File: config.mk
export PLATFORM = sky130hd
export DESIGN_NAME = diff_drive_odometry_integrator_unit
export DESIGN_NICKNAME = d
export VERILOG_FILES = /design/src/ddoi_pkg.sv /design/src/diff_drive_odometry_integrator_unit.sv
export VERILOG_INCLUDE_DIRS = /design/src /design/src/src
export SDC_FILE = /design/constraint.sdc
export NUM_CORES = 2
export LEC_CHECK = 0
export BUFFER_PORTS_ARGS = -buffer_cell sky130_fd_sc_hd__buf_2
export CAP_MARGIN = 40
export CORE_MARGIN = 4
export CORE_UTILIZATION = 55
export DETAILED_ROUTE_END_ITERATION = 10
export GPL_ROUTABILITY_DRIVEN = 1
export HOLD_SLACK_MARGIN = 0.15
export PLACE_DENSITY = 0.78
export SLEW_MARGIN = 0
export SYNTH_ARGS = -nofsm -noshare
export SYNTH_HDL_FRONTEND = slang
export SYNTH_SLANG_ARGS = --single-unit
File: constraint.sdc
create_clock -name clk -period 17.9 [get_ports clk]
set_input_delay 0.895 -clock clk [delete_from_list [all_inputs] [get_ports clk]]
set_output_delay 0.895 -clock clk [all_outputs]
set_load 0.01 [all_outputs]
File: src/diff_drive_odometry_integrator_unit_defines.svh
// Assertion macros for the odometry integrator.
// Needs clk and rst_n in the scope of the including module.
`ifndef DIFF_DRIVE_ODOMETRY_INTEGRATOR_UNIT_DEFINES_SVH
`define DIFF_DRIVE_ODOMETRY_INTEGRATOR_UNIT_DEFINES_SVH

// same-cycle implication
`define DDOI_ASSERT_NOW(label, ante, cons, msg) \
  label: assert property (@(posedge clk) disable iff (!rst_n) (ante) |-> (cons)) \
    else $error(msg);

// next-cycle implication
`define DDOI_ASSERT_NEXT(label, ante, cons, msg) \
  label: assert property (@(posedge clk) disable iff (!rst_n) (ante) |=> (cons)) \
    else $error(msg);

`endif

File: src/ddoi_pkg.sv
// Shared constants and the CORDIC angle table of the odometry integrator.
// No dependencies.
`default_nettype none

package ddoi_pkg;

  localparam int TRIG_STEPS = 16;
  localparam int TAB_LEN    = 24;
  localparam int CORDIC_N   = (TRIG_STEPS < TAB_LEN) ? TRIG_STEPS : TAB_LEN;
  localparam int STEP_W     = $clog2(TAB_LEN);

  localparam logic signed [31:0] CORDIC_GAIN  = 32'sd652032874;
  localparam logic signed [31:0] TURN_PER_RAD = 32'sd683565276;
  localparam logic [15:0]        HALF_TRACK_RST = 16'd3736;

  function automatic logic signed [31:0] step_angle(input logic [STEP_W-1:0] idx);
    logic signed [31:0] a;
    case (idx)
      5'd0:    a = 32'h20000000;
      5'd1:    a = 32'h12E4051E;
      5'd2:    a = 32'h09FB385B;
      5'd3:    a = 32'h051111D4;
      5'd4:    a = 32'h028B0D43;
      5'd5:    a = 32'h0145D7E1;
      5'd6:    a = 32'h00A2F61E;
      5'd7:    a = 32'h00517C55;
      5'd8:    a = 32'h0028BE53;
      5'd9:    a = 32'h00145F2F;
      5'd10:   a = 32'h000A2F98;
      5'd11:   a = 32'h000517CC;
      5'd12:   a = 32'h00028BE6;
      5'd13:   a = 32'h000145F3;
      5'd14:   a = 32'h0000A2FA;
      5'd15:   a = 32'h0000517D;
      5'd16:   a = 32'h000028BE;
      5'd17:   a = 32'h0000145F;
      5'd18:   a = 32'h00000A30;
      5'd19:   a = 32'h00000518;
      5'd20:   a = 32'h0000028C;
      5'd21:   a = 32'h00000146;
      5'd22:   a = 32'h000000A3;
      5'd23:   a = 32'h00000051;
      default: a = 32'h00000000;
    endcase
    return a;
  endfunction

endpackage

`default_nettype wire

File: src/diff_drive_odometry_integrator_unit.sv
// Differential-drive dead-reckoning odometry integrator, top level.
// Uses ddoi_pkg and the assertion macros of the defines header.
//
//   channel  | ports                                   | direction
//   ---------+-----------------------------------------+----------
//   request  | in_valid/in_stall, op, speeds, elapsed  | in
//   result   | out_valid/out_stall, pose, speeds, lamps| out
//   config   | cfg_wr_en/cfg_wr_data (half_track)      | in
//
// A velocity command passes through S_CMD_MUL and S_CMD_SIGN and gives no result.
// A tick runs one CORDIC step per cycle through a shared shift-add unit, then
// S_VC to S_PL on one 32x32 multiplier, and ends in S_HEAD.
// in_stall is high until the current request is done; a tick waits in its last
// step while the output register still holds an untaken result.
// Reset is synchronous: pose, speeds and wheel signs clear, half_track loads 3736.
`default_nettype none

`include "diff_drive_odometry_integrator_unit_defines.svh"

module diff_drive_odometry_integrator_unit
  import ddoi_pkg::*;
(
  input  wire logic                clk,
  input  wire logic                rst_n,
  input  wire logic                cfg_wr_en,
  input  wire logic [15:0]         cfg_wr_data,
  input  wire logic                in_valid,
  output logic                     in_stall,
  input  wire logic                in_op,
  input  wire logic signed [23:0]  in_lin_vel,
  input  wire logic signed [23:0]  in_ang_vel,
  input  wire logic [15:0]         in_elapsed,
  output logic                     out_valid,
  input  wire logic                out_stall,
  output logic signed [31:0]       out_pos_x,
  output logic signed [31:0]       out_pos_y,
  output logic [15:0]              out_yaw,
  output logic signed [23:0]       out_speed_now,
  output logic signed [23:0]       out_turn_now,
  output logic                     out_right_fwd_lamp,
  output logic                     out_right_back_lamp,
  output logic                     out_left_fwd_lamp,
  output logic                     out_left_back_lamp
);

  typedef enum logic [3:0] {
    S_IDLE, S_CMD_MUL, S_CMD_SIGN, S_CORD, S_VC, S_VCT, S_VS, S_VST,
    S_WD, S_PH, S_PL, S_HEAD
  } state_t;

  state_t             state_r, state_nxt;
  logic [15:0]        ht_r, ht_nxt;
  logic signed [31:0] x_r, x_nxt, y_r, y_nxt;
  logic [15:0]        heading_r, heading_nxt;
  logic signed [23:0] fwd_r, fwd_nxt, yaw_rate_r, yaw_rate_nxt;
  logic               rf_r, rf_nxt, rb_r, rb_nxt, lf_r, lf_nxt, lb_r, lb_nxt;
  logic [15:0]        dt_r, dt_nxt;
  logic signed [31:0] cx_r, cx_nxt, cy_r, cy_nxt, z_r, z_nxt;
  logic               flip_r, flip_nxt;
  logic [STEP_W-1:0]  step_r, step_nxt;
  logic signed [63:0] prod_r, prod_nxt;
  logic [15:0]        pl_r, pl_nxt;
  logic [47:0]        acc_r, acc_nxt;

  logic               ov_r, ov_nxt;
  logic signed [31:0] ox_r, ox_nxt, oy_r, oy_nxt;
  logic [15:0]        oyaw_r, oyaw_nxt;
  logic signed [23:0] ospd_r, ospd_nxt, oturn_r, oturn_nxt;
  logic [3:0]         olamp_r, olamp_nxt;

  logic signed [31:0] mul_a, mul_b;
  logic signed [63:0] mul_p;
  logic               mul_en;
  logic signed [63:0] rnd30, rnd16;
  logic signed [31:0] vt, pstep;
  logic signed [31:0] sx, sy;
  logic               out_free;
  logic signed [42:0] vs43, tw43, rsum, lsum;
  logic [31:0]        ang;
  logic               flip_in;
  logic [47:0]        lo48, sum48;
  logic signed [32:0] xsum, ysum;

  assign rnd30 = prod_r + 64'sd536870912;
  assign rnd16 = prod_r + 64'sd32768;
  assign vt    = rnd30[61:30];
  assign pstep = rnd16[47:16];
  assign mul_p = mul_a * mul_b;
  assign sx    = cx_r >>> step_r;
  assign sy    = cy_r >>> step_r;
  assign out_free = !ov_r || !out_stall;
  assign vs43  = {{3{fwd_r[23]}}, fwd_r, 16'b0};
  assign tw43  = prod_r[42:0];
  assign rsum  = vs43 + tw43;
  assign lsum  = vs43 - tw43;
  assign ang   = {heading_r, 16'b0};
  assign flip_in = ang[31] ^ ang[30];
  assign lo48  = prod_r[47:0] + 48'h8000_0000_0000;
  assign sum48 = acc_r + {16'b0, lo48[47:16]};
  assign xsum  = {x_r[31], x_r} + {pstep[31], pstep};
  assign ysum  = {y_r[31], y_r} + {pstep[31], pstep};

  always_comb begin
    mul_a  = '0;
    mul_b  = '0;
    mul_en = 1'b1;
    case (state_r)
      S_CMD_MUL: begin
        mul_a = {{8{yaw_rate_r[23]}}, yaw_rate_r};
        mul_b = {16'b0, ht_r};
      end
      S_VC: begin
        mul_a = cx_r;
        mul_b = {{8{fwd_r[23]}}, fwd_r};
      end
      S_VS: begin
        mul_a = cy_r;
        mul_b = {{8{fwd_r[23]}}, fwd_r};
      end
      S_VCT, S_VST: begin
        mul_a = vt;
        mul_b = {16'b0, dt_r};
      end
      S_WD: begin
        mul_a = {{8{yaw_rate_r[23]}}, yaw_rate_r};
        mul_b = {16'b0, dt_r};
      end
      S_PH: begin
        mul_a = {{7{prod_r[40]}}, prod_r[40:16]};
        mul_b = TURN_PER_RAD;
      end
      S_PL: begin
        mul_a = {16'b0, pl_r};
        mul_b = TURN_PER_RAD;
      end
      default: mul_en = 1'b0;
    endcase
  end

  always_comb begin
    state_nxt    = state_r;
    ht_nxt       = cfg_wr_en ? cfg_wr_data : ht_r;
    x_nxt        = x_r;
    y_nxt        = y_r;
    heading_nxt  = heading_r;
    fwd_nxt      = fwd_r;
    yaw_rate_nxt = yaw_rate_r;
    rf_nxt       = rf_r;
    rb_nxt       = rb_r;
    lf_nxt       = lf_r;
    lb_nxt       = lb_r;
    dt_nxt       = dt_r;
    cx_nxt       = cx_r;
    cy_nxt       = cy_r;
    z_nxt        = z_r;
    flip_nxt     = flip_r;
    step_nxt     = step_r;
    prod_nxt     = mul_en ? mul_p : prod_r;
    pl_nxt       = pl_r;
    acc_nxt      = acc_r;
    ov_nxt       = (ov_r && !out_stall) ? 1'b0 : ov_r;
    ox_nxt       = ox_r;
    oy_nxt       = oy_r;
    oyaw_nxt     = oyaw_r;
    ospd_nxt     = ospd_r;
    oturn_nxt    = oturn_r;
    olamp_nxt    = olamp_r;
    in_stall     = (state_r != S_IDLE);

    case (state_r)
      S_IDLE: begin
        if (in_valid) begin
          if (!in_op) begin
            fwd_nxt      = in_lin_vel;
            yaw_rate_nxt = in_ang_vel;
            state_nxt    = S_CMD_MUL;
          end else begin
            dt_nxt    = in_elapsed;
            flip_nxt  = flip_in;
            z_nxt     = flip_in ? (ang ^ 32'h8000_0000) : ang;
            cx_nxt    = CORDIC_GAIN;
            cy_nxt    = '0;
            step_nxt  = '0;
            state_nxt = S_CORD;
          end
        end
      end
      S_CMD_MUL: state_nxt = S_CMD_SIGN;
      S_CMD_SIGN: begin
        rf_nxt    = !rsum[42] && (rsum != '0);
        rb_nxt    = rsum[42];
        lf_nxt    = !lsum[42] && (lsum != '0);
        lb_nxt    = lsum[42];
        state_nxt = S_IDLE;
      end
      S_CORD: begin
        if (!z_r[31]) begin
          cx_nxt = cx_r - sy;
          cy_nxt = cy_r + sx;
          z_nxt  = z_r - step_angle(step_r);
        end else begin
          cx_nxt = cx_r + sy;
          cy_nxt = cy_r - sx;
          z_nxt  = z_r + step_angle(step_r);
        end
        if (step_r == STEP_W'(CORDIC_N - 1)) begin
          if (flip_r) begin
            cx_nxt = -cx_nxt;
            cy_nxt = -cy_nxt;
          end
          state_nxt = S_VC;
        end else begin
          step_nxt = step_r + 1'b1;
        end
      end
      S_VC:  state_nxt = S_VCT;
      S_VCT: state_nxt = S_VS;
      S_VS: begin
        if (xsum[32] != xsum[31]) begin
          x_nxt = xsum[32] ? 32'sh8000_0000 : 32'sh7FFF_FFFF;
        end else begin
          x_nxt = xsum[31:0];
        end
        state_nxt = S_VST;
      end
      S_VST: state_nxt = S_WD;
      S_WD: begin
        if (ysum[32] != ysum[31]) begin
          y_nxt = ysum[32] ? 32'sh8000_0000 : 32'sh7FFF_FFFF;
        end else begin
          y_nxt = ysum[31:0];
        end
        state_nxt = S_PH;
      end
      S_PH: begin
        pl_nxt    = prod_r[15:0];
        state_nxt = S_PL;
      end
      S_PL: begin
        acc_nxt   = prod_r[47:0];
        state_nxt = S_HEAD;
      end
      S_HEAD: begin
        if (out_free) begin
          heading_nxt = heading_r + sum48[47:32];
          ov_nxt      = 1'b1;
          ox_nxt      = x_r;
          oy_nxt      = y_r;
          oyaw_nxt    = heading_r + sum48[47:32];
          ospd_nxt    = fwd_r;
          oturn_nxt   = yaw_rate_r;
          olamp_nxt   = {rf_r, rb_r, lf_r, lb_r};
          state_nxt   = S_IDLE;
        end
      end
      default: state_nxt = S_IDLE;
    endcase
  end

  always_ff @(posedge clk) begin
    if (!rst_n) begin
      state_r    <= S_IDLE;
      ht_r       <= HALF_TRACK_RST;
      x_r        <= '0;
      y_r        <= '0;
      heading_r  <= '0;
      fwd_r      <= '0;
      yaw_rate_r <= '0;
      rf_r       <= 1'b0;
      rb_r       <= 1'b0;
      lf_r       <= 1'b0;
      lb_r       <= 1'b0;
      ov_r       <= 1'b0;
    end else begin
      state_r    <= state_nxt;
      ht_r       <= ht_nxt;
      x_r        <= x_nxt;
      y_r        <= y_nxt;
      heading_r  <= heading_nxt;
      fwd_r      <= fwd_nxt;
      yaw_rate_r <= yaw_rate_nxt;
      rf_r       <= rf_nxt;
      rb_r       <= rb_nxt;
      lf_r       <= lf_nxt;
      lb_r       <= lb_nxt;
      ov_r       <= ov_nxt;
    end
    dt_r    <= dt_nxt;
    cx_r    <= cx_nxt;
    cy_r    <= cy_nxt;
    z_r     <= z_nxt;
    flip_r  <= flip_nxt;
    step_r  <= step_nxt;
    prod_r  <= prod_nxt;
    pl_r    <= pl_nxt;
    acc_r   <= acc_nxt;
    ox_r    <= ox_nxt;
    oy_r    <= oy_nxt;
    oyaw_r  <= oyaw_nxt;
    ospd_r  <= ospd_nxt;
    oturn_r <= oturn_nxt;
    olamp_r <= olamp_nxt;
  end

  assign out_valid           = ov_r;
  assign out_pos_x           = ox_r;
  assign out_pos_y           = oy_r;
  assign out_yaw             = oyaw_r;
  assign out_speed_now       = ospd_r;
  assign out_turn_now        = oturn_r;
  assign out_right_fwd_lamp  = olamp_r[3];
  assign out_right_back_lamp = olamp_r[2];
  assign out_left_fwd_lamp   = olamp_r[1];
  assign out_left_back_lamp  = olamp_r[0];

  `DDOI_ASSERT_NOW(a_step_range, state_r == S_CORD, step_r < STEP_W'(CORDIC_N),
                   "CORDIC step out of range")
  `DDOI_ASSERT_NEXT(a_head_hold, state_r == S_HEAD && ov_r && out_stall,
                    state_r == S_HEAD && $stable(heading_r),
                    "tick finished over a held result")
  `DDOI_ASSERT_NEXT(a_cmd_silent, state_r == S_CMD_SIGN && !ov_r, !ov_r,
                    "command produced a result")
  `DDOI_ASSERT_NOW(a_lamp_excl, out_valid,
                   !(out_right_fwd_lamp && out_right_back_lamp) &&
                   !(out_left_fwd_lamp && out_left_back_lamp),
                   "wheel lamps both lit")

endmodule

`default_nettype wire
==> run_results.csv <==
group,metric,value,unit
finish,drive_above_1_share,8.30,%
routing,drt-pass1-iter-count,8,
setup_path,cp-end-kind,"flip-flop",
floorplan,die_w,378,um
clocking,ctsResizeCount,0,
clocking,clock_pin_transition_on_the_worst_setup_and_hold_timing_paths,60,ps
grt,grt_usage,34.5,%
clocking,clock_sink_count,559,
logic_synthesis,synth-warning-count,0,
power_and_ir_drop,power_per_cell_area,64.5,nW/um^2
floorplan,dieArea,143000,um^2
setup_path,critical_path_peak_fanout,18,
routing,detail_route.drc_violations,0,
sta,max-slew-margin-rel,31.0,%
finish,multi_input_area,54600,um^2
sta,final_setup_tns,0,ps
sta,setup_viol,0,
place,io_buffer_count,219,
routing,first_iter_violations,7450,
logic_synthesis,synthMostInstantiatedCell,"inv_1",
clocking,postCtsHoldBufs,0,
finish,layout.core_utilization,59.8,%
logic_synthesis,yosys-top-cells-count,"inv_1 (1202), fa_1 (1057), nor2_1 (866), nand2_1 (743), ha_1 (459)",
clocking,postCtsSetupBuffers,0,
logic_synthesis,post_synth_and_or_nand_nor_area_fraction,13.8,%
logic_synthesis,netlist.area_leader.share,28.1,%
setup_path,crit_path_frequent_cell,"fa_1",
floorplan,std_cell_rows,135,
place,dp_hpwl,193000,um
clocking,clk_path_buf_depth,3,
floorplan,placeableCoreArea,136000,um^2
clocking,cts.root.buffer_cell,"clkbuf_16",
finish,syn_to_final_growth,7.82,%
power_and_ir_drop,p_leak,36.8,nW
clocking,tritoncts,"done",
logic_synthesis,post_synth.cell_area_avg,9.26,um^2
grt,grt_ovf,0,
logic_synthesis,yosys.cell_types.count,101,
setup_path,critPathMaxStageDelay,780,ps
grt,grt_first_pass_wirelength,376000,um
logic_synthesis,yosys.area_share.xor_xnor,5.18,%
sta,number_of_hold_slack_violations_in_the_final_timing_report,0,
setup_path,critical_path_class,"reg -> reg",
finish,fin_area,81100,um^2
logic_synthesis,synth-async-reset-ratio,0,%
logic_synthesis,fraction_of_the_mapped_netlist_area_in_compound_gates,13.2,%
logic_synthesis,post-synth-top-area-cell,"fa_1",
logic_synthesis,yosysSeqAreaShare,19.9,%
min_path,hold_path_class,"in -> reg",
routing,routed_wirelength,246000,um
sta,setup_repair_after_global_routing_missed_its_margin,"no",
floorplan,dieHeight,378,um
setup_path,worst_path_max_delay_cell,"edfxtp_1",
routing,antenna_violating_nets_post_route,0,
floorplan,starting_utilization_of_the_core_area,55.5,%
floorplan,io_pins,220,
logic_synthesis,synth.net_count,9728,
place,placed_instance_area,78700,um^2
finish,layout.area.seq,15000,um^2
run,number_of_violations_of_the_max_capacitance_limit,0,
routing,dr_total_vias,62700,
clocking,h-tree-depth,3,
grt,grt_antenna_before_repair,14,
logic_synthesis,synth_seq_cells,559,
sta,setup_ws,5280,ps
logic_synthesis,postSynth.topFlopCell,"edfxtp_1",
logic_synthesis,synth_fa_ha_area_share,36.4,%
sta,worstMarginPinSlew,1030,ps
setup_path,data_arrival_critical_path,13020,ps
sta,final.period_utilization,70.5,%
place,place_ws,5830,ps
setup_path,sum_of_buffers_and_inverters_on_the_critical_path,9,
logic_synthesis,synth_enable_flop_cells,376,
setup_path,critical_path.top_delay_family,"adder cells",
sta,finalWorstPathRequiredPeriod,12620,ps
sta,final-max-slew-violation-count,0,
logic_synthesis,ys_top_cells_by_area,"fa_1 (28%), edfxtp_1 (15%), ha_1 (7.6%), inv_1 (6.0%), dfxtp_1 (4.9%)",
logic_synthesis,netlist_area,75200,um^2
outcome,outcome,"finished clean",
routing,vias_per_cell,6.24,
logic_synthesis,synth_top_family_by_area,"adder cells",
clocking,cts_inserted_buffers,67,
sta,whs,404,ps
place,gp_congestion,1.07,
sta,clock.fmax,79.2,MHz
routing,post_drt_wl_per_cell,24.5,um
setup_path,worstPathRequired,18310,ps
finish,fillers,11300,
power_and_ir_drop,vdd.ir_drop.worst,0.0636,mV
grt,grt_pass1_vias,63600,
finish,design.final.nets,9809,
sta,worst_setup_skew_after_layout,39.2,ps
clocking,worstSkewPairLatency,670,ps
logic_synthesis,synth.mux.area_fraction,3.69,%
logic_synthesis,synthCells,8126,
setup_path,worst_setup_path_start_kind,"flip-flop",
grt,pin_count_of_the_biggest_net_entering_global_routing,88,
## path summary, 6_finish.rpt
check | startpoint | cells after the start | end | slack (ps)
max | prod_r[29]$_DFFE_PP_ | 35 | prod_r[60]$_DFFE_PP_ | 5280
min | in_elapsed[0] | 1 | dt_r[0]$_DFFE_PP_ | 400
max reg2reg | prod_r[29]$_DFFE_PP_ | 35 | prod_r[60]$_DFFE_PP_ | 5280
min reg2reg | lb_r$_SDFFE_PN0N_ | 0 | olamp_r[0]$_DFFE_PP_ | 450
## layout make-up
class,instances,share of cell area (%)
inverter,1208,5.60
antenna,4,0.0123
tap,1781,2.75
clock buffer,86,2.28
sequential,559,18.4
timing repair buffer,369,3.04
clock inverter,38,0.606
multi-input combinational,6002,67.3
## layout by cell type, fill, tap and decap left out, drive strengths merged, types with 36 or more instances in the layout
master / count
edfxtp: 376
nand2b: 85
mux4: 76
or2: 39
a22oi: 56
inv: 1212
o21bai: 38
mux2: 36
and3: 65
o21a: 60
nor3: 121
ha: 459
a211oi: 55
nand2: 743
a21oi: 395
nor2b: 54
a21boi: 74
and2: 64
nor2: 866
o211ai: 37
maj3: 44
buf: 367
clkbuf: 86
dfxtp: 183
o21ai: 287
a21o: 156
fa: 1057
xor2: 171
mux2i: 66
a31oi: 62
nand3: 104
nand4: 37
xnor2: 273
## power breakdown
part	switching [mW]	internal [mW]
registers	0.127	1.47
clock network	0.617	0.847
logic	1.35	0.825
## per-layer routing
layer	wire length [um]	up-vias	track usage, %
met3	32100	861	10.4
met5	51	-	0
met2	108000	3943	53.4
met4	15400	8	17.8
li1	-	27200	-
met1	90400	30700	43.9
## kinds of logic after synthesis
kind of cell / count (synthesis)
AND/OR/NAND/NOR: 2315
flip-flops: 559
adder cells (fa/ha/maj): 1560
buffers and inverters: 1565
AO/OA/AOI/OAI: 1505
XOR/XNOR: 444
multiplexers: 178
## state kept, by name, indices dropped and copies added, names as in the netlist, 24 cells and up, named ones only
| name | cells |
|---|---|
| yaw_rate_r | 24 |
| acc_r | 48 |
| prod_r | 62 |
| out_turn_now | 24 |
| cx_r | 32 |
| cy_r | 32 |
| x_r | 32 |
| y_r | 32 |
| out_pos_y | 32 |
| out_pos_x | 32 |
| fwd_r | 24 |
| z_r | 32 |
| out_speed_now | 24 |
## stage by stage
stage	instances	power (mW)
after floorplan	8126	3.13
after global placement	9897	3.64
after detailed placement	9917	3.71
after CTS	10000	5.19
after global routing	10000	5.49
final	10000	5.23
No activity file was read; power rests on OpenSTA's default activity.
